### config.mk
export PLATFORM = sky130hd
export DESIGN_NAME = traffic_light_phase_sequencer_top
export DESIGN_NICKNAME = d
export VERILOG_FILES = /design/src/rtl/core/tlps_pkg.sv /design/src/rtl/core/tlps_step.sv /design/src/rtl/core/traffic_light_phase_sequencer_top.sv
export SDC_FILE = /design/constraint.sdc
export NUM_CORES = 1
export LEC_CHECK = 0
export BUFFER_PORTS_ARGS = -buffer_cell sky130_fd_sc_hd__buf_2
export CAP_MARGIN = 20
export CELL_PAD_IN_SITES_DETAIL_PLACEMENT = 2
export CELL_PAD_IN_SITES_GLOBAL_PLACEMENT = 2
export CORE_UTILIZATION = 30
export DETAILED_ROUTE_END_ITERATION = 8
export PLACE_DENSITY = 0.65
export SLEW_MARGIN = 10
export SYNTH_ARGS = -nofsm -noshare
export SYNTH_HDL_FRONTEND = slang
export SYNTH_SLANG_ARGS = --single-unit
### constraint.sdc
create_clock -name clk -period 7.92 [get_ports clk]
set_clock_uncertainty 0.1 [all_clocks]
set_input_delay 0.396 -clock clk [delete_from_list [all_inputs] [get_ports clk]]
set_output_delay 0.396 -clock clk [all_outputs]
set_load 0.02 [all_outputs]
### src/rtl/core/tlps_pkg.sv
// Shared types, register reset values and lookup tables for the traffic light
// phase sequencer. No dependencies; used by tlps_step and the top level.
package tlps_pkg;

    localparam int unsigned NumCfgRegs    = 7;
    localparam int unsigned CfgIndexWidth = 3;
    localparam int unsigned CfgDataWidth  = 8;
    localparam int unsigned ShortWidth    = 5;
    localparam int unsigned LongWidth     = 8;
    localparam int unsigned PhaseWidth    = 3;
    localparam int unsigned SegWidth      = 7;
    localparam int unsigned InDataWidth   = 8;
    localparam int unsigned OutDataWidth  = 40;

    // Patterns at or above this digit show a blank display.
    localparam int unsigned DisplayDigits = 20;

    typedef enum logic [CfgIndexWidth-1:0] {
        CFG_PHASE_ONE   = 3'd0,
        CFG_PHASE_TWO   = 3'd1,
        CFG_PHASE_THREE = 3'd2,
        CFG_PHASE_FOUR  = 3'd3,
        CFG_PHASE_FIVE  = 3'd4,
        CFG_PHASE_SIX   = 3'd5,
        CFG_PHASE_SEVEN = 3'd6
    } cfg_index_t;

    localparam logic [PhaseWidth-1:0] PHASE_ONE   = 3'd1;
    localparam logic [PhaseWidth-1:0] PHASE_THREE = 3'd3;
    localparam logic [PhaseWidth-1:0] PHASE_SEVEN = 3'd7;

    localparam logic [ShortWidth-1:0] RstPhaseOne   = 5'd8;
    localparam logic [ShortWidth-1:0] RstPhaseTwo   = 5'd19;
    localparam logic [ShortWidth-1:0] RstPhaseThree = 5'd3;
    localparam logic [LongWidth-1:0]  RstPhaseFour  = 8'd12;
    localparam logic [LongWidth-1:0]  RstPhaseFive  = 8'd3;
    localparam logic [LongWidth-1:0]  RstPhaseSix   = 8'd12;
    localparam logic [LongWidth-1:0]  RstPhaseSeven = 8'd3;

    typedef struct packed {
        logic [ShortWidth-1:0] phase_one;
        logic [ShortWidth-1:0] phase_two;
        logic [ShortWidth-1:0] phase_three;
        logic [LongWidth-1:0]  phase_four;
        logic [LongWidth-1:0]  phase_five;
        logic [LongWidth-1:0]  phase_six;
        logic [LongWidth-1:0]  phase_seven;
    } cfg_t;

    typedef struct packed {
        logic [PhaseWidth-1:0] phase;
        logic [LongWidth-1:0]  remaining;
        logic                  request;
        logic                  walking;
        logic [SegWidth-1:0]   pattern;
    } seq_state_t;

    typedef struct packed {
        logic [3:0]            sig1_lamps;
        logic [3:0]            sig2_lamps;
        logic [2:0]            sig3_lamps;
        logic [2:0]            sig4_lamps;
    } lamps_t;

    // Phase length in ticks; a zero register counts as one.
    function automatic logic [LongWidth-1:0] duration_of(
        input logic [PhaseWidth-1:0] phase,
        input cfg_t                  cfg
    );
        logic [LongWidth-1:0] d;
        case (phase)
            3'd1:    d = {3'b000, cfg.phase_one};
            3'd2:    d = {3'b000, cfg.phase_two};
            3'd3:    d = {3'b000, cfg.phase_three};
            3'd4:    d = cfg.phase_four;
            3'd5:    d = cfg.phase_five;
            3'd6:    d = cfg.phase_six;
            3'd7:    d = cfg.phase_seven;
            default: d = 8'd1;
        endcase
        return (d == 8'd0) ? 8'd1 : d;
    endfunction

    function automatic logic [SegWidth-1:0] pattern_of(input logic [ShortWidth-1:0] digit);
        logic [SegWidth-1:0] p;
        case (digit)
            5'd0:    p = 7'h3F;
            5'd1:    p = 7'h06;
            5'd2:    p = 7'h5B;
            5'd3:    p = 7'h4F;
            5'd4:    p = 7'h66;
            5'd5:    p = 7'h6D;
            5'd6:    p = 7'h7D;
            5'd7:    p = 7'h07;
            5'd8:    p = 7'h7F;
            5'd9:    p = 7'h6F;
            5'd10:   p = 7'h77;
            5'd11:   p = 7'h7C;
            5'd12:   p = 7'h39;
            5'd13:   p = 7'h5E;
            5'd14:   p = 7'h79;
            5'd15:   p = 7'h71;
            5'd16:   p = 7'h3D;
            5'd17:   p = 7'h76;
            5'd18:   p = 7'h10;
            5'd19:   p = 7'h38;
            default: p = 7'h00;
        endcase
        if (32'(digit) >= DisplayDigits)
        begin
            p = 7'h00;
        end
        return p;
    endfunction

    function automatic lamps_t lamps_of(input logic [PhaseWidth-1:0] phase);
        lamps_t l;
        case (phase)
            3'd1:    l = '{4'h5, 4'h5, 3'd1, 3'd1};
            3'd2:    l = '{4'h8, 4'h8, 3'd1, 3'd1};
            3'd3:    l = '{4'h2, 4'h2, 3'd1, 3'd1};
            3'd4:    l = '{4'h1, 4'h1, 3'd4, 3'd1};
            3'd5:    l = '{4'h1, 4'h1, 3'd2, 3'd1};
            3'd6:    l = '{4'h1, 4'h1, 3'd1, 3'd4};
            3'd7:    l = '{4'h1, 4'h1, 3'd1, 3'd2};
            default: l = '{4'h1, 4'h1, 3'd1, 3'd1};
        endcase
        return l;
    endfunction

endpackage

### src/rtl/core/tlps_step.sv
// Next-state logic of the phase sequencer: one item in, updated state out.
// Depends on tlps_pkg for the state and register structs and the tables.
module tlps_step (
    input  tlps_pkg::seq_state_t cur,
    input  tlps_pkg::cfg_t       cfg,
    input  logic                 second_tick,
    input  logic                 ped_press,
    output tlps_pkg::seq_state_t nxt,
    output tlps_pkg::lamps_t     lamps
);
    import tlps_pkg::*;

    logic [LongWidth-1:0]  rem_dec;
    logic [PhaseWidth-1:0] phase_adv;
    logic [LongWidth-1:0]  dur_adv;
    logic [ShortWidth-1:0] walk_digit;
    logic [ShortWidth-1:0] count_digit;
    logic [PhaseWidth-1:0] lamp_phase;

    assign rem_dec     = (cur.remaining != 8'd0) ? cur.remaining - 8'd1 : 8'd0;
    assign phase_adv   = (cur.phase >= PHASE_SEVEN) ? PHASE_ONE : cur.phase + 3'd1;
    assign dur_adv     = duration_of(phase_adv, cfg);
    assign walk_digit  = dur_adv[ShortWidth-1:0];
    assign count_digit = 5'(rem_dec - 8'd1);

    always_comb
    begin
        nxt = cur;
        // latch the press first so a same-tick phase entry sees it
        if (ped_press)
        begin
            nxt.request = 1'b1;
        end
        if (second_tick)
        begin
            nxt.remaining = rem_dec;
            if (cur.walking)
            begin
                if (rem_dec == 8'd0)
                begin
                    nxt.walking   = 1'b0;
                    nxt.request   = 1'b0;
                    nxt.remaining = duration_of(cur.phase, cfg);
                end
                else
                begin
                    nxt.pattern = pattern_of(count_digit);
                end
            end
            else if (rem_dec == 8'd0)
            begin
                nxt.phase = phase_adv;
                if (phase_adv <= PHASE_THREE && nxt.request)
                begin
                    nxt.walking   = 1'b1;
                    nxt.remaining = {3'b000, walk_digit} + 8'd1;
                    nxt.pattern   = pattern_of(walk_digit);
                end
                else
                begin
                    nxt.remaining = dur_adv;
                end
            end
        end
    end

    // hold the previous phase's lamps during a walk
    assign lamp_phase = !nxt.walking ? nxt.phase
                      : (nxt.phase <= PHASE_ONE) ? PHASE_SEVEN : nxt.phase - 3'd1;
    assign lamps = lamps_of(lamp_phase);

endmodule

### src/rtl/core/traffic_light_phase_sequencer_top.sv
// Top level of the traffic light phase sequencer: stream ports, phase length
// registers, sequencer state and the result register. Uses tlps_pkg, tlps_step.

// One item per clock while m_tready holds: each accepted item (a second tick, a
// button press or both) updates the sequencer state and loads one result into
// the output register; a new item is taken in the same cycle that the held
// result is taken, so only m_tready stalls the single result register. Phase
// lengths are written through cfg_we/cfg_index/cfg_data by the user only while
// no item is in flight, which the block does not enforce; a new length takes
// effect the next time that phase or its walk interval starts. A walk of
// (phase length + 1) ticks runs before phases 1 to 3 when a press is pending.
module traffic_light_phase_sequencer_top (
    input  logic                                clk,
    input  logic                                rst_n,
    input  logic                                s_tvalid,
    output logic                                s_tready,
    // second_tick [0], ped_press [1], zero fill [7:2]
    input  logic [tlps_pkg::InDataWidth-1:0]    s_tdata,
    output logic                                m_tvalid,
    input  logic                                m_tready,
    // sig1_lamps [3:0], sig2_lamps [7:4], sig3_lamps [10:8], sig4_lamps [13:11],
    // segments [20:14], phase_number [23:21], walk_active [24],
    // seconds_left [32:25], request_pending [33], zero fill [39:34]
    output logic [tlps_pkg::OutDataWidth-1:0]   m_tdata,
    input  logic                                cfg_we,
    input  logic [tlps_pkg::CfgIndexWidth-1:0]  cfg_index,
    input  logic [tlps_pkg::CfgDataWidth-1:0]   cfg_data
);
    import tlps_pkg::*;

    cfg_t                    cfg_reg;
    seq_state_t              state_reg;
    seq_state_t              state_next;
    lamps_t                  lamps;
    logic                    m_tvalid_reg;
    logic [OutDataWidth-1:0] m_tdata_reg;
    logic [OutDataWidth-1:0] m_tdata_next;
    logic                    accept;

    assign s_tready = !m_tvalid_reg || m_tready;
    assign accept   = s_tvalid && s_tready;
    assign m_tvalid = m_tvalid_reg;
    assign m_tdata  = m_tdata_reg;

    always_ff @(posedge clk or negedge rst_n)
    begin
        if (!rst_n)
        begin
            cfg_reg <= '{RstPhaseOne, RstPhaseTwo, RstPhaseThree,
                         RstPhaseFour, RstPhaseFive, RstPhaseSix, RstPhaseSeven};
        end
        else if (cfg_we)
        begin
            case (cfg_index)
                CFG_PHASE_ONE:   cfg_reg.phase_one   <= cfg_data[ShortWidth-1:0];
                CFG_PHASE_TWO:   cfg_reg.phase_two   <= cfg_data[ShortWidth-1:0];
                CFG_PHASE_THREE: cfg_reg.phase_three <= cfg_data[ShortWidth-1:0];
                CFG_PHASE_FOUR:  cfg_reg.phase_four  <= cfg_data;
                CFG_PHASE_FIVE:  cfg_reg.phase_five  <= cfg_data;
                CFG_PHASE_SIX:   cfg_reg.phase_six   <= cfg_data;
                CFG_PHASE_SEVEN: cfg_reg.phase_seven <= cfg_data;
                default:         ;
            endcase
        end
    end

    tlps_step u_step (
        .cur         (state_reg),
        .cfg         (cfg_reg),
        .second_tick (s_tdata[0]),
        .ped_press   (s_tdata[1]),
        .nxt         (state_next),
        .lamps       (lamps)
    );

    assign m_tdata_next = {6'b000000,
                           state_next.request,
                           state_next.remaining,
                           state_next.walking,
                           state_next.phase,
                           state_next.pattern,
                           lamps.sig4_lamps,
                           lamps.sig3_lamps,
                           lamps.sig2_lamps,
                           lamps.sig1_lamps};

    always_ff @(posedge clk or negedge rst_n)
    begin
        if (!rst_n)
        begin
            state_reg    <= '{PHASE_ONE, {3'b000, RstPhaseOne}, 1'b0, 1'b0, 7'h00};
            m_tvalid_reg <= 1'b0;
        end
        else
        begin
            if (accept)
            begin
                state_reg    <= state_next;
                m_tvalid_reg <= 1'b1;
            end
            else if (m_tready)
            begin
                m_tvalid_reg <= 1'b0;
            end
        end
    end

    // payload holds while the result waits
    always_ff @(posedge clk)
    begin
        if (accept)
        begin
            m_tdata_reg <= m_tdata_next;
        end
    end

endmodule
* Word level (Yosys, flattened, before mapping)
Memory sizes are Yosys's and may differ from the RTL's. Cells that the tools add are included.
Storage, ports and cells: register bits after elaboration 102, ROM bits 448, input port bits 24, memories 2
Memory list:
- (name not given) | words 32, bits a word 7, rd ports 1, clocked after memory_dff 0, wr ports 0, RTL line tlps_pkg.sv:86 | case (digit)
- (name not given) | words 32, bits a word 7, rd ports 1, clocked after memory_dff 0, wr ports 0, RTL line tlps_pkg.sv:86
Operators by class: add/sub/neg operators 5, $lt $le $gt $ge 5, equality and inequality tests 27, muxes and demuxes 28, reduce and logical (&&, ||, !) cells 17
Operators by type and width (number):
- $pmux 8 s7 | 2
- $pmux 14 s7 | 1
- $mux 8 | 11
- $eq 3x3->1 const B | 15
- $eq 3x2->1 const B | 8
- $logic_not 8->1 | 3
- $mux 7 | 3
- $mux 20 | 1
- $reduce_and 2->1 | 7
- $eq 3x1->1 const B | 4
- $mux 3 | 4
- $mux 11 | 1
- $ge 5x5->1 const B | 2
- $mux 10 | 1
- $reduce_bool 8->1 | 1
- $sub 8x1->8 const B | 1
- $add 5x1->6 const B | 1
- $sub 5x1->5 const B | 1
- $mux 1 | 4
- $add 3x1->3 const B | 1
- $ge 3x3->1 const B | 1
- $le 3x1->1 const B | 1
- $le 3x2->1 const B | 1
- $logic_not 3->1 | 1
- 5 further kinds | 6

* Logic depth before layout (Yosys ltp)
depth after elaboration 17, gate-level depth with buffers 18, depth with buffers taken out 17

* Cells and area by module
A second synthesis with hierarchy kept.
Second synthesis, totals: cell total of the unflattened synthesis 609, area total of the unflattened synthesis 6451.2 um2
Modules (own cells, without submodules):
- traffic_light_phase_sequencer_top | times used 1, cells an instance 193, area each 3721.1 um2, seq. area each 2742.6 um2
- tlps_step | times used 1, cells an instance 416, area each 2730.1 um2, seq. area each 0.0 um2

* Worst setup path before layout
No wires, ideal clock.
path type flip-flop to flip-flop, start point register state_reg[9] in the netlist's numbering, end point register m_tdata_reg[4] (netlist: m_tdata[4]) (data pin), library setup time 0.290 ns, arrival 3.949 ns, data required time 7.530 ns, slack 3.581 ns, stages on the path, launching flop included 18, cell sequence dfrtp_1 > buf_6 > inv_1 > ha_1 > or4b_2 > nor2_1 > nor2_1 > clkinv_1 > ha_1 > nor3b_1 > a21oi_1 > nor4_4 > mux2i_1 > inv_1 > ha_1 > or2_2 > o22ai_1 > a32oi_1
RTL lines:
- from (decl) | RTL line traffic_light_phase_sequencer_top.sv:32 | seq_state_t state_reg;
- from (signal assigned) | RTL line traffic_light_phase_sequencer_top.sv:91 | state_reg <= '{PHASE_ONE, {3'b000, RstPhaseOne}, 1'b0, 1'b0, 7'h00};
- from (signal assigned) | RTL line traffic_light_phase_sequencer_top.sv:98 | state_reg <= state_next;
- to (signal assigned) | RTL line traffic_light_phase_sequencer_top.sv:113 | m_tdata_reg <= m_tdata_next;
- to (decl) | RTL line traffic_light_phase_sequencer_top.sv:36 | logic [OutDataWidth-1:0] m_tdata_reg;

* Worst setup path after layout
start point register state_reg[9] in the netlist's numbering, end point register m_tdata_reg[5] (netlist: m_tdata[5]) (data pin)
On the way: word-level cells in the longest chain between the ends 11
RTL lines:
- $sub 8x1->8 / $reduce_bool 8->1 (equally long branches) | RTL line tlps_step.sv:20 | assign rem_dec = (cur.remaining != 8'd0) ? cur.remaining - 8'd1 : 8'd0;
- $mux 8 * | RTL line tlps_step.sv:20
- $logic_not 8->1 * | RTL line tlps_step.sv:39, tlps_step.sv:50
- $mux 11 | RTL line tlps_step.sv:50 | else if (rem_dec == 8'd0)
- $mux 3 | RTL line tlps_step.sv:37 | if (cur.walking)
- $mux 20 * | RTL line tlps_step.sv:34 | if (second_tick)
- $sub 3x1->3 / $le 3x1->1 (equally long branches) | RTL line tlps_step.sv:69 | : (nxt.phase <= PHASE_ONE) ? PHASE_SEVEN : nxt.phase - 3'd1;
- $mux 3 | RTL line tlps_step.sv:69
- $mux 3 * | RTL line tlps_step.sv:68 | assign lamp_phase = !nxt.walking ? nxt.phase
- $eq 3x3->1, or another cell as far along | RTL line tlps_pkg.sv:118 | case (phase)
- $pmux 14 s7 * | RTL line tlps_pkg.sv:118
Every way passes the cells marked *; elsewhere a longest branch is shown, timed or not. A chain may end at the register's enable or synchronous reset.

==> summary.md <==
- flip-flop — kind of start point of the critical path
- 71.0% — share of the cycle needed by the critical path after routing
- 149 µm — die span in x
- 21200 µm² — area inside the core boundary
- 377 nW/µm² — power density over the cells
- 34500 µm — global-route wire length before repair
- 80 ps — clock input transition at the sequential cells of the worst setup and hold paths
- 16 — cell count of the worst reg-to-reg path
- 11.0% — area growth from synthesis to layout
- 1.45 mW — Pint
- 53 — number of rows in the core area
- 0 — number of antenna cells inserted
- 24.0% — share of layout cells above drive strength 1
- 7930 ps — Worst Path Required
- 0 — count of antenna-violating nets left after detailed routing
- 31.1% — Rel. slew slack
- 1030 ps — transition at the pin with the smallest max-transition slack
- 2.81 nW — Lkg Pwr
- 69.4% — ys async rst share
- 178 MHz — highest achievable clock rate
- 6530 µm² — post-synthesis instance area
- 54.1% — power share of the combinational group
- 0 — yosys warns
- 47.1% — sw frac
- 370 ps — Clk Latency, worst-skew pair
- done — CTS tree
- state_reg[9] — critical path startpoint
- 291 — Detailed Route Iter0 Violations
- sky130_fd_sc_hd__dfrtp_1 — Synth Flop Type
- 98 — number of sinks on the clock net
- 2 — CTS max path bufs
- 0 — number of antenna violations at the first check in global routing
- 15.9% — clock network fraction of total power
- 47 — Largest register FFs
- 21600 µm — total wire length after detailed routing
- 15800 µm — dpl hpwl
- 0 — DR DRC count
- flip-flop — type of element capturing the critical path
- 30 — number of enable-type register cells in the synthesized netlist
- 0.000127 V — worst IR drop on VDD
- 0 — post-cts hold buffer count
- 30.9% — Initial Utilization
- 0 — final hold vios
- 3 — Max H-tree Level
- 738 — # nets final
- state_reg[9] — Reg2Reg Launch Point
- 53 — total of buffers placed on input and output ports
- 149 µm — y dimension of the die
- 5569 — number of vias after detailed routing
- 0 — grt total ovfl
- 0 — max-slew violation total from the final report
- 5.69 — routed vias/inst
- 6033 — vias in the first global route
- 0.842 — Final Wtd Congestion
- 0 — final setup violation count
- 0 — buffer count from post-CTS setup fixing
- 22300 µm² — die area
- 2290 ps — reg-to-reg setup timing slack
- 40.2% — Seq/Total Area, Yosys
- 7 — detailed-routing iteration count for the pre-antenna-repair pass
- 0 — number of max-cap violations
- m_tdata[5] — capturing instance or port of the critical path
- s_tvalid — min-delay src
- 20.2% — global-route usage over all layers
- 668 — instance count of the mapped netlist
- 1.29 mW — switching power
- 34.3% — Post-Route Utilization
- flip-flop to flip-flop — Setup CP Type
- 5630 ps — Min Clock Period, post-route
- 0 ps — accumulated negative setup slack
- 5630 ps — critical path arrival
- 22.1 µm — post-DR wirelength/cell
- 66 — number of top-level pins
- sky130_fd_sc_hd__clkbuf_16 — root buffer selected by CTS
- 98 — count of state elements after synthesis
- 79 — post-synthesis cell type count
- no — RSZ-0062 raised after global routing
- 69 — maximum number of pins on one net before global-route repair
- 30.0% — Sequential Power Share
- 0 — CTS resizes
- completed — result of the run
- m_tdata[5] — worst reg2reg endpoint
- 9.77 µm² — mean instance size in the synthesized netlist
- 14 — largest fanout on the critical path
- input port to flip-flop — Hold Path Class
- 9 — Inserted Clock Buffers
cells in the mapped netlist (all sizes together) (8+ instances only):
master   n  area, µm²
o21ai   46        230
dfrtp   52       1300
inv     17       63.8
nand3   15       75.1
edfxtp  30        901
xnor2    9       78.8
nand2b   8       50.1
nor2    53        199
ha      16        200
nor3    17       85.1
a222oi   8       80.1
nand2   57        214
buf     21        139
and3     9       56.3
a21oi   32        164
nor4     9       71.3
a221oi   8       76.3
mux2    60        676
mux2i   25        254
clkbuf  26       97.6
dfstp   16        420
power groups by stage:
stage / clock, mW / combinational (mW) / sequential (mW)
finish: 0.434 / 1.48 / 0.820
detailed placement: 0 / 1.47 / 0.830
global route: 0.463 / 1.62 / 0.841
floorplan: 0 / 1.09 / 0.782
global placement: 0 / 1.42 / 0.817
CTS: 0.447 / 1.48 / 0.821
layout make-up:
type                       instances  area, µm²
fill                            2341      13900
timing repair buffer              61        318
sequential                        98       2620
clock buffer                       9        225
clock inverter                     7       51.3
tap                              275        344
inverter                          20       75.1
multi-input combinational        508       3610
cells in the final DEF (no fill, tap or decap), types with 8 or more instances in the layout:
cell / count
sky130_fd_sc_hd__mux2_2: 60
sky130_fd_sc_hd__nand3_1: 15
sky130_fd_sc_hd__dfstp_2: 16
sky130_fd_sc_hd__nor2_1: 53
sky130_fd_sc_hd__a222oi_1: 8
sky130_fd_sc_hd__xnor2_1: 9
sky130_fd_sc_hd__clkbuf_16: 9
sky130_fd_sc_hd__mux2i_1: 24
sky130_fd_sc_hd__nor3_1: 17
sky130_fd_sc_hd__ha_1: 16
sky130_fd_sc_hd__buf_2: 55
sky130_fd_sc_hd__nand2_1: 57
sky130_fd_sc_hd__and3_1: 9
sky130_fd_sc_hd__dfrtp_1: 52
sky130_fd_sc_hd__nand2b_1: 8
sky130_fd_sc_hd__a21oi_1: 31
sky130_fd_sc_hd__edfxtp_1: 30
sky130_fd_sc_hd__o21ai_0: 44
sky130_fd_sc_hd__inv_1: 17
sky130_fd_sc_hd__nor4_1: 8
how the worst min path moves through the flow:
stage,endpoint,slack (ps),cells after the start
6_report,m_tvalid,140,2
5_1_grt,m_tvalid,160,2
4_1_cts,m_tvalid,140,2
3_5_place_dp,state_reg[4],400,2
3_3_place_gp,state_reg[8],390,2
2_1_floorplan,cfg_reg[12],0.4,0
metrics by stage:
stage	instance area, µm²	instances	hold slack [ps]	worst slack, ps	power [mW]
2_1_floorplan	6550	673	0.409	3580	1.87
3_3_place_gp	6960	959	393	2600	2.23
3_5_place_dp	6960	959	404	2330	2.30
4_1_cts	7230	975	139	2280	2.75
5_1_grt	7250	978	156	1810	2.92
6_report	7250	978	141	2290	2.73
worst max-delay path, cell delays in order (launching register included):
cell and delay (ps):
sky130_fd_sc_hd__dfrtp_1 500, sky130_fd_sc_hd__inv_1 180, sky130_fd_sc_hd__ha_1 520, sky130_fd_sc_hd__or4b_2 660
sky130_fd_sc_hd__nor2_1 280, sky130_fd_sc_hd__nor2_1 140, sky130_fd_sc_hd__clkinv_1 180, sky130_fd_sc_hd__ha_1 200
sky130_fd_sc_hd__nor3b_1 290, sky130_fd_sc_hd__a21oi_1 180, sky130_fd_sc_hd__nor4_4 490, sky130_fd_sc_hd__mux2i_1 630
sky130_fd_sc_hd__ha_1 330, sky130_fd_sc_hd__or2_2 130, sky130_fd_sc_hd__o22ai_1 70, sky130_fd_sc_hd__a32oi_1 400
sky130_fd_sc_hd__nor2_1 90
logic make-up (layout without fill, tap and decap cells):
| family | after synthesis | after routing | synth area share (%) |
|---|---|---|---|
| multiplexers | 85 | 85 | 14.2 |
| flip-flops | 98 | 98 | 40.2 |
| XOR/XNOR | 10 | 10 | 1.34 |
| buffers and inverters | 67 | 97 | 4.77 |
| other | 1 | 6 | 0.0575 |
| AND/OR/NAND/NOR | 203 | 203 | 15.8 |
| AO/OA/AOI/OAI | 188 | 188 | 20.5 |
| adder cells (fa/ha/maj) | 16 | 16 | 3.07 |
metal layers:
layer  global-route usage (%)  part of all wire [%]  vias to the layer above
met5                        0                     0                        -
met4                     6.43                   1.7                        0
met2                     35.0                    50                       85
met3                     2.13                   2.4                       26
li1                         -                     -                     2590
met1                     26.3                    46                     2868
Power figures use the tool's default switching activity.
